[config.mk]
export PLATFORM = sky130hd
export DESIGN_NAME = signed_tenths_seven_segment_mux
export DESIGN_NICKNAME = d
export VERILOG_FILES = /design/src/rtl/sseg_pkg.sv /design/src/rtl/signed_tenths_seven_segment_mux.sv /design/src/rtl/sseg_split.sv
export SDC_FILE = /design/constraint.sdc
export NUM_CORES = 1
export LEC_CHECK = 0
export BUFFER_PORTS_ARGS = -buffer_cell sky130_fd_sc_hd__buf_2
export CORE_AREA = 2 2 130 132
export CTS_CLUSTER_SIZE = 12
export DETAILED_ROUTE_END_ITERATION = 10
export DIE_AREA = 0 0 132 134
export SYNTH_ARGS = -nofsm -noshare
export SYNTH_HDL_FRONTEND = slang
export SYNTH_SLANG_ARGS = --single-unit
[constraint.sdc]
create_clock -name clk_i -period 5.55 [get_ports clk_i]
set_clock_uncertainty 0.05 [all_clocks]
set_input_delay 1.11 -clock clk_i [delete_from_list [all_inputs] [get_ports clk_i]]
set_output_delay 1.11 -clock clk_i [all_outputs]
set_load 0.01 [all_outputs]
[src/rtl/sseg_pkg.sv]
package sseg_pkg;

  // Item kinds carried in tuser
  typedef enum logic [1:0] {
    OP_LOAD  = 2'd0,
    OP_TICK  = 2'd1,
    OP_BLANK = 2'd2
  } op_e;

  // Scan positions, left to right
  localparam logic [1:0] POS_SIGN     = 2'd0;
  localparam logic [1:0] POS_HUNDREDS = 2'd1;
  localparam logic [1:0] POS_TENS     = 2'd2;
  localparam logic [1:0] POS_ONES     = 2'd3;

  localparam logic [3:0] CODE_BLANK = 4'd12;
  localparam logic [7:0] SEG_OFF    = 8'hFF;
  localparam logic [7:0] SEG_MINUS  = 8'hBF;
  localparam logic [7:0] DP_MASK    = 8'h80;
  localparam logic [3:0] EN_ALL_OFF = 4'hF;
  localparam logic [3:0] EN_ALL_ON  = 4'h0;

  // Value split into sign, quotient by 100 and remainder
  typedef struct packed {
    logic       neg;
    logic [4:0] q100;
    logic [6:0] rem100;
  } split_t;

  // Active-low glyphs for digit codes; anything else is blank
  function automatic logic [7:0] glyph(input logic [3:0] code);
    logic [7:0] seg;
    case (code)
      4'd0:    seg = 8'hC0;
      4'd1:    seg = 8'hF9;
      4'd2:    seg = 8'hA4;
      4'd3:    seg = 8'hB0;
      4'd4:    seg = 8'h99;
      4'd5:    seg = 8'h92;
      4'd6:    seg = 8'h82;
      4'd7:    seg = 8'hF8;
      4'd8:    seg = 8'h80;
      4'd9:    seg = 8'h90;
      default: seg = SEG_OFF;
    endcase
    return seg;
  endfunction

endpackage

[src/rtl/signed_tenths_seven_segment_mux.sv]
// Channel  Dir  tdata                                   tuser
// s_axis   in   [11:0] value_tenths (signed), pad       [1:0] opcode
// m_axis   out  [7:0] segment_drive, [11:8] digit_enable, pad   -
//
// One item per cycle while the output is not stalled; each result passes through the input and drive registers.
// The input register holds the pre-divided value; the second stage updates the
// digit store and scan position and loads the drive register, which is the output.
// Reset: all segments and digits off, scan at the sign position, no result pending.
// An output stall holds the drive register and backs up through the input register.
module signed_tenths_seven_segment_mux (
  input  logic        clk_i,
  input  logic        rst_ni,
  input  logic        s_axis_tvalid,
  output logic        s_axis_tready,
  input  logic [15:0] s_axis_tdata,   // [11:0] value_tenths, [15:12] zero
  input  logic [1:0]  s_axis_tuser,   // [1:0] opcode
  output logic        m_axis_tvalid,
  input  logic        m_axis_tready,
  output logic [15:0] m_axis_tdata    // [7:0] segment_drive, [11:8] digit_enable, [15:12] zero
);

  sseg_pkg::split_t split;

  // Input stage
  logic             in_valid_q;
  logic [1:0]       op_q;
  sseg_pkg::split_t split_q;

  // Display state and drive registers
  logic [1:0] scan_q,  scan_d;
  logic [3:0] hund_q,  hund_d;
  logic [3:0] tens_q,  tens_d;
  logic [3:0] ones_q,  ones_d;
  logic       sign_q,  sign_d;
  logic [7:0] seg_q,   seg_d;
  logic [3:0] en_q,    en_d;
  logic       out_valid_q;

  logic       advance;
  logic [3:0] hund_dig;
  logic [3:0] tens_dig;
  logic [3:0] ones_dig;
  logic [14:0] tens_prod;
  logic [6:0] tens_x10;

  sseg_split u_split (
    .value_i (s_axis_tdata[11:0]),
    .split_o (split)
  );

  // Second stage moves when the output slot is free or being drained
  assign advance       = in_valid_q && (!out_valid_q || m_axis_tready);
  assign s_axis_tready = !in_valid_q || advance;

  // Input register
  always_ff @(posedge clk_i or negedge rst_ni) begin
    if (!rst_ni) begin
      in_valid_q <= 1'b0;
    end else if (s_axis_tready) begin
      in_valid_q <= s_axis_tvalid;
    end
  end

  always_ff @(posedge clk_i) begin
    if (s_axis_tready && s_axis_tvalid) begin
      op_q    <= s_axis_tuser;
      split_q <= split;
    end
  end

  // Digits from the split: hundreds mod 10, tens by 205 / 2^11, ones as remainder
  assign hund_dig  = (split_q.q100 >= 5'd20) ? 4'(split_q.q100 - 5'd20) :
                     (split_q.q100 >= 5'd10) ? 4'(split_q.q100 - 5'd10) :
                     split_q.q100[3:0];
  assign tens_prod = {8'd0, split_q.rem100} * 15'd205;
  assign tens_dig  = tens_prod[14:11];
  assign tens_x10  = {3'd0, tens_dig} * 7'd10;
  assign ones_dig  = 4'(split_q.rem100 - tens_x10);

  // Next display state per item kind
  always_comb begin
    scan_d = scan_q;
    hund_d = hund_q;
    tens_d = tens_q;
    ones_d = ones_q;
    sign_d = sign_q;
    seg_d  = seg_q;
    en_d   = en_q;
    case (sseg_pkg::op_e'(op_q))
      sseg_pkg::OP_LOAD: begin
        sign_d = split_q.neg;
        hund_d = hund_dig;
        tens_d = tens_dig;
        ones_d = ones_dig;
      end
      sseg_pkg::OP_TICK: begin
        case (scan_q)
          sseg_pkg::POS_SIGN:
            seg_d = sign_q ? sseg_pkg::SEG_MINUS : sseg_pkg::SEG_OFF;
          sseg_pkg::POS_HUNDREDS:
            seg_d = (hund_q == 4'd0) ? sseg_pkg::SEG_OFF : sseg_pkg::glyph(hund_q);
          sseg_pkg::POS_TENS:
            seg_d = sseg_pkg::glyph(tens_q) & ~sseg_pkg::DP_MASK;
          default:
            seg_d = sseg_pkg::glyph(ones_q);
        endcase
        en_d   = sseg_pkg::EN_ALL_OFF & ~(4'd1 << scan_q);
        scan_d = scan_q + 2'd1;
      end
      sseg_pkg::OP_BLANK: begin
        hund_d = sseg_pkg::CODE_BLANK;
        tens_d = sseg_pkg::CODE_BLANK;
        ones_d = sseg_pkg::CODE_BLANK;
        seg_d  = sseg_pkg::SEG_OFF;
        en_d   = sseg_pkg::EN_ALL_ON;
      end
      default: begin
        // unused kind: drive repeats unchanged
      end
    endcase
  end

  // Display state, drive and output valid
  always_ff @(posedge clk_i or negedge rst_ni) begin
    if (!rst_ni) begin
      scan_q      <= sseg_pkg::POS_SIGN;
      hund_q      <= 4'd0;
      tens_q      <= 4'd0;
      ones_q      <= 4'd0;
      sign_q      <= 1'b0;
      seg_q       <= sseg_pkg::SEG_OFF;
      en_q        <= sseg_pkg::EN_ALL_OFF;
      out_valid_q <= 1'b0;
    end else begin
      if (advance) begin
        scan_q <= scan_d;
        hund_q <= hund_d;
        tens_q <= tens_d;
        ones_q <= ones_d;
        sign_q <= sign_d;
        seg_q  <= seg_d;
        en_q   <= en_d;
      end
      if (advance) begin
        out_valid_q <= 1'b1;
      end else if (m_axis_tready) begin
        out_valid_q <= 1'b0;
      end
    end
  end

  assign m_axis_tvalid = out_valid_q;
  assign m_axis_tdata  = {4'd0, en_q, seg_q};

endmodule

[src/rtl/sseg_split.sv]
// Magnitude of the signed value, split into hundreds-and-up and the last two digits
module sseg_split (
  input  logic [11:0]          value_i,
  output sseg_pkg::split_t     split_o
);

  logic [11:0] mag;
  logic [24:0] prod;
  logic [4:0]  q100;
  logic [11:0] q100_x100;

  // Two's complement magnitude; -2048 gives 0x800, which still fits
  assign mag = value_i[11] ? 12'(~value_i + 12'd1) : value_i;

  // Divide by 100 through the reciprocal 5243 / 2^19, exact below 43699
  assign prod      = {13'd0, mag} * 25'd5243;
  assign q100      = prod[23:19];
  assign q100_x100 = {7'd0, q100} * 12'd100;

  assign split_o.neg    = value_i[11];
  assign split_o.q100   = q100;
  assign split_o.rem100 = 7'(mag - q100_x100);

endmodule

==> impl_metrics.tcl, run 1 <==
set metrics [dict create \
    outcome "finished, violations left" \
    failed_checks "setup timing" \
    syn_to_final_growth_pct 23.6 \
    min_from "en_q[2]" \
    netlist_area_sq_mm 0.00635 \
    max-slew-margin-rel 0.557 \
    post_drt_wl_per_cell_microns 13.8 \
    crit_top_cell "fa_1" \
    grt_antenna_before_repair 0 \
    utilization 0.482 \
    synth-edff-count 15 \
    core-area_sq_mm 0.0163 \
    synthDistinctLibCells 50 \
    dr_total_vias 4866 \
    io_buffer_count 31 \
    tns_ns -12.79 \
    critPathLaunch "s_axis_tdata[2]" \
    num_rows 47 \
    yosysTopAreaCell "ha_1" \
    cp_top_family "adder cells" \
    fp.dieW_microns 132 \
    cts_tree "yes" \
    finalCriticalPeriod_ns 7.81 \
    crit_type "input port to register" \
    synth_ff_type "dfrtp_1" \
    clk_pin_slew_ns 0.06 \
    fin_crit_sh 1.41 \
    rsz0062_at_grt "yes" \
    grt_pass1_vias 5225 \
    dp_hpwl_microns 11700 \
    netlist.area_leader.share 0.293 \
    placed_area_sq_mm 0.00736 \
    die_h_microns 134 \
    hold_viol_final 0 \
    initialDrtViolationCount 170 \
    critPathArrivalTime_ns 7.78 \
    track_usage 0.165 \
    dp.cells 977 \
    vias_per_cell 4.86 \
    gr-total-overflow 0 \
    synth_common_cells "ha_1, inv_1, fa_1" \
    setup_viol 10 \
    ys_seq_area_frac 0.187 \
    cp.required_ns 5.53 \
    clock_sinks 44 \
    cts_hold_buf 0 \
    syn_inst 670 \
    drc 0 \
    ant_nets 0 \
    syn_avg_cell_area_sq_um 9.48 \
    antenna_cells 0 \
    max_freq_ghz 0.128 \
    synth.most_common_cell "ha_1" \
    crit_fanout 3 \
    layout.nets 1004 \
    nFillCells 1568 \
    insertion_delay_ns 0.28 \
    setup_ws_ns -2.26 \
    htree_levels 2 \
    reg2reg_from "split_q[4]" \
    critical-path-max-stage-delay_ns 0.60 \
    hp-class "register to register" \
    place_congestion 0.862 \
    tightest_slew_ns 0.664 \
    worstSetupStartpointType "input port" \
    dieArea_sq_mm 0.0177 \
    yosys_warnings 0 \
    cts_buffer_depth 2 \
    slowest_stage "fa_1" \
    cts-root-buf "clkbuf_16" \
    final_cell_count_no_fill 1001 \
    drt-pass1-iter-count 4 \
    synthTopCellsByArea "ha_1, fa_1, inv_1" \
    io_pins 40 \
    fin_area_sq_mm 0.00786 \
    ys_async_sr_fraction 0.659 \
    initial_utilization 0.390 \
    drive_above_1_share 0.241 \
    synth_seq_cells 44 \
    slew_violations 0 \
    path_buf_inv 8 \
    grt_pass1_wl_microns 24000 \
    drt_wl_total_microns 13800 \
    cap_violations 0 \
    cp-end-kind "register" \
    cts_buffers 5 \
    grt_max_degree 30 \
]
-- final cells by class --
cell class | instances | area (sq um) | area share
multi-input combinational | 472 | 4870 | 0.620
sequential | 44 | 1190 | 0.152
clock buffer | 6 | 129 | 0.0164
tap | 220 | 275 | 0.0350
inverter | 141 | 534 | 0.0680
clock inverter | 2 | 11.3 | 0.00143
timing repair buffer | 116 | 843 | 0.107
-- repair_timing --
item,CTS,global route
pin swaps,38,14
setup buffers,22,7
gates resized for setup,38,12
setup endpoints to repair,10,10
endpoints found under the hold margin,0,0
-- cell usage in the layout, fill, tap and decap left out, types with 6 or more instances in the layout --
cell type / synthesis / layout
inv_1: 141 / 130
inv_2: 0 / 9
o31ai_1: 6 / 6
dfstp_2: 12 / 12
buf_2: 0 / 29
nor2b_1: 8 / 8
nor2_1: 34 / 32
buf_6: 0 / 10
edfxtp_1: 15 / 15
nand2b_1: 7 / 7
dfrtp_1: 17 / 17
o21ai_0: 36 / 29
ha_4: 0 / 9
ha_1: 149 / 139
xor2_1: 13 / 12
o22ai_1: 6 / 6
a21oi_1: 35 / 32
fa_1: 53 / 52
xnor2_1: 19 / 16
nand2_1: 36 / 34
buf_4: 4 / 76
-- tightest hold or removal path, cell delays in order (launching register included) --
cell and delay, ns:
dfstp_2 0.37, nand2_1 0.04, o31ai_1 0.06
-- logic make-up (layout without fill, tap and decap cells) --
logic type      Yosys count  count (layout)  synth area share
mux                       4               4           0.00669
other cells               1               4          0.000590
buf+inv                 157             265            0.0951
xor+xnor                 35              35            0.0528
flops                    44              44             0.187
simple gates            102             102            0.0748
compound gates          125             125             0.122
fa+ha+maj               202             202             0.460
-- stage by stage --
stage | setup slack, ns | hold WS [ns]
floorplan | -1.96 | 0.399
global placement | -2.57 | 0.409
detailed placement | -2.70 | 0.417
CTS | -2.23 | 0.426
global route | -2.54 | 0.443
finish | -2.26 | 0.422
-- routing by layer --
layer  vias to the layer above  GRT usage  part of all wire
met5                         -          0                 0
met4                         0     0.0393             0.018
met3                        17     0.0128             0.013
met2                        53      0.326              0.55
met1                      2369      0.193              0.42
li1                       2427          -                 -
-- final timing paths --
path / cells past startpoint / to / slack [ns]
worst min register to register: 2 / en_q[2] / 0.42
min in group asynchronous: 1 / hund_q[2] / 0.80
worst min-delay path: 2 / en_q[2] / 0.42
worst max register to register: 19 / ones_q[3] / 0.73
worst max-delay path: 30 / split_q[6] / -2.26
max in group asynchronous: 1 / tens_q[3] / 4.23
-- state kept, by name, summed over array words and instances (netlist names) --
| signal | flops |
|---|---|
| split_q | 13 |
| seg_q | 8 |
| en_q | 4 |
| hund_q | 4 |
| ones_q | 4 |
| tens_q | 4 |
| op_q | 2 |
| scan_q | 2 |
| in_valid_q | 1 |
| m_axis_tvalid | 1 |
| sign_q | 1 |
Power of run 1 is not shown: default switching activity piles up to over one toggle a cycle in this logic, so the estimate is an artifact.
==> run 2, diff against run 1 <==
--- a/config.mk
+++ b/config.mk
@@ -7,9 +7,11 @@
 export LEC_CHECK = 0
 export BUFFER_PORTS_ARGS = -buffer_cell sky130_fd_sc_hd__buf_2
 export CORE_AREA = 2 2 130 132
+export CTS_BUF_LIST = sky130_fd_sc_hd__clkbuf_4
 export CTS_CLUSTER_SIZE = 12
 export DETAILED_ROUTE_END_ITERATION = 10
 export DIE_AREA = 0 0 132 134
 export SYNTH_ARGS = -nofsm -noshare
 export SYNTH_HDL_FRONTEND = slang
 export SYNTH_SLANG_ARGS = --single-unit
+export TNS_END_PERCENT = 10
==> impl_metrics.tcl, run 2 (synthesis results as in run 1) <==
set metrics [dict create \
    routed-wl-met3_microns 168 \
    slowest_stage "fa_2" \
    setup_viol 10 \
    clock_sinks 44 \
    critPathArrivalTime_ns 7.77 \
    setup_ws_ns -2.16 \
    cts-root-buf "clkbuf_4" \
    num_rows 47 \
    utilization 0.472 \
    outcome "finished, violations left" \
    syn_to_final_growth_pct 20.9 \
    core-area_sq_mm 0.0163 \
    reg_top3 "split_q: 13 flops, seg_q: 8 flops" \
    die_h_microns 134 \
    cts_buffers 5 \
    grt_max_degree 30 \
    slew_violations 0 \
    gr-total-overflow 0 \
    crit_type "input port to register" \
    crit_fanout 2 \
    cap_violations 0 \
    drt_wl_total_microns 13500 \
    tightest_slew_ns 0.675 \
    track_usage 0.160 \
    io_pins 40 \
    io_buffer_count 31 \
    htree_levels 2 \
    max-slew-margin-rel 0.545 \
    dieArea_sq_mm 0.0177 \
    post_drt_wl_per_cell_microns 13.6 \
    grt_pass1_vias 5111 \
    rsz0062_at_grt "yes" \
    cp.required_ns 5.61 \
    cts_buffer_depth 2 \
    initial_utilization 0.390 \
    grt_antenna_before_repair 0 \
    vias_per_cell 4.83 \
    final_common_cell "ha_1" \
    insertion_delay_ns 0.35 \
    drive_above_1_share 0.246 \
    fin_crit_sh 1.39 \
    met1_length_microns 5650 \
    antenna_cells 0 \
    top_register "split_q" \
    cp-end-kind "register" \
    grt_pass1_wl_microns 23300 \
    dp_hpwl_microns 11700 \
    clk_pin_slew_ns 0.12 \
    wl_met2_microns 7480 \
    largest_reg_flops 13 \
    drt-pass1-iter-count 4 \
    failed_checks "setup timing" \
    cts_tree "yes" \
    place_congestion 0.879 \
    dr_total_vias 4804 \
    initialDrtViolationCount 172 \
    hp-class "register to register" \
    layout.nets 998 \
    hold_ws_ns 0.432 \
    finalCriticalPeriod_ns 7.71 \
    hold_viol_final 0 \
    drc 0 \
    max_freq_ghz 0.130 \
    layout_common_cells "ha_1, inv_1, buf_4" \
    ant_nets 0 \
    fp.dieW_microns 132 \
    crit_top_cell "buf_4" \
    critical-path-max-stage-delay_ns 0.59 \
    worstSetupStartpointType "input port" \
    dr.max_layer_used "met4" \
]
## run 2: changes by cell type in the layout (fill, tap and decap cells not counted), moves of 2 or more
cell	change
clkbuf_16	-5
o21ai_2	+2
clkbuf_4	+7
o21ai_4	-2
fa_1	-2
xor2_1	-3
inv_1	-4
fa_2	+2
xor2_2	+3
inv_2	+5
buf_6	-5
## run 2: layer usage
metal,up-vias,global-route usage
met5,-,0
met4,0,0.0374
met3,15,0.0132
met2,46,0.319
met1,2323,0.184
li1,2420,-
## run 2: timing repair
item / CTS / global route
buffers inserted: 3 / 5
gates resized for setup: 12 / 29
endpoints found under the setup margin: 10 / 10
hold buffers: 0 / 0
pin swaps: 20 / 27
## run 2: layout make-up
cell class	count	area, sq um
clock buffer	7	52.6
fill	1561	8610
inverter	141	532
multi-input combinational	472	4860
sequential	44	1190
timing repair buffer	110	772
tap	220	275
clock inverter	1	5.00
## run 2: worst paths after layout
kind / start / end / cells after the start / slack (ns)
setup / recovery: s_axis_tdata[5] / split_q[6] / 34 / -2.16
hold / removal: seg_q[0] / seg_q[0] / 2 / 0.43
setup reg to reg: split_q[4] / ones_q[3] / 18 / 0.84
hold reg to reg: seg_q[0] / seg_q[0] / 2 / 0.43
max in group asynchronous: rst_ni / tens_q[2] / 1 / 4.32
min in group asynchronous: rst_ni / hund_q[1] / 1 / 0.72
## run 2: per-stage QoR
stage / area (sq um) / setup slack [ns] / setup TNS [ns] / cells
4_1_cts: 7500 / -2.09 / -10.46 / 990
2_1_floorplan: 6480 / -1.96 / -9.02 / 673
6_report: 7680 / -2.16 / -11.69 / 995
3_5_place_dp: 7370 / -2.67 / -16.28 / 979
5_1_grt: 7680 / -2.37 / -13.44 / 995
3_3_place_gp: 7370 / -2.49 / -15.07 / 979
## run 2: critical path, delay by kind of cell
family,cells,cell delay [ns]
XOR/XNOR,7,1.09
AND/OR/NAND/NOR,2,0.31
adder cells (fa/ha/maj),8,2.92
AO/OA/AOI/OAI,7,1.23
buffers and inverters,10,1.11
Power of run 2 is left out for the same reason.
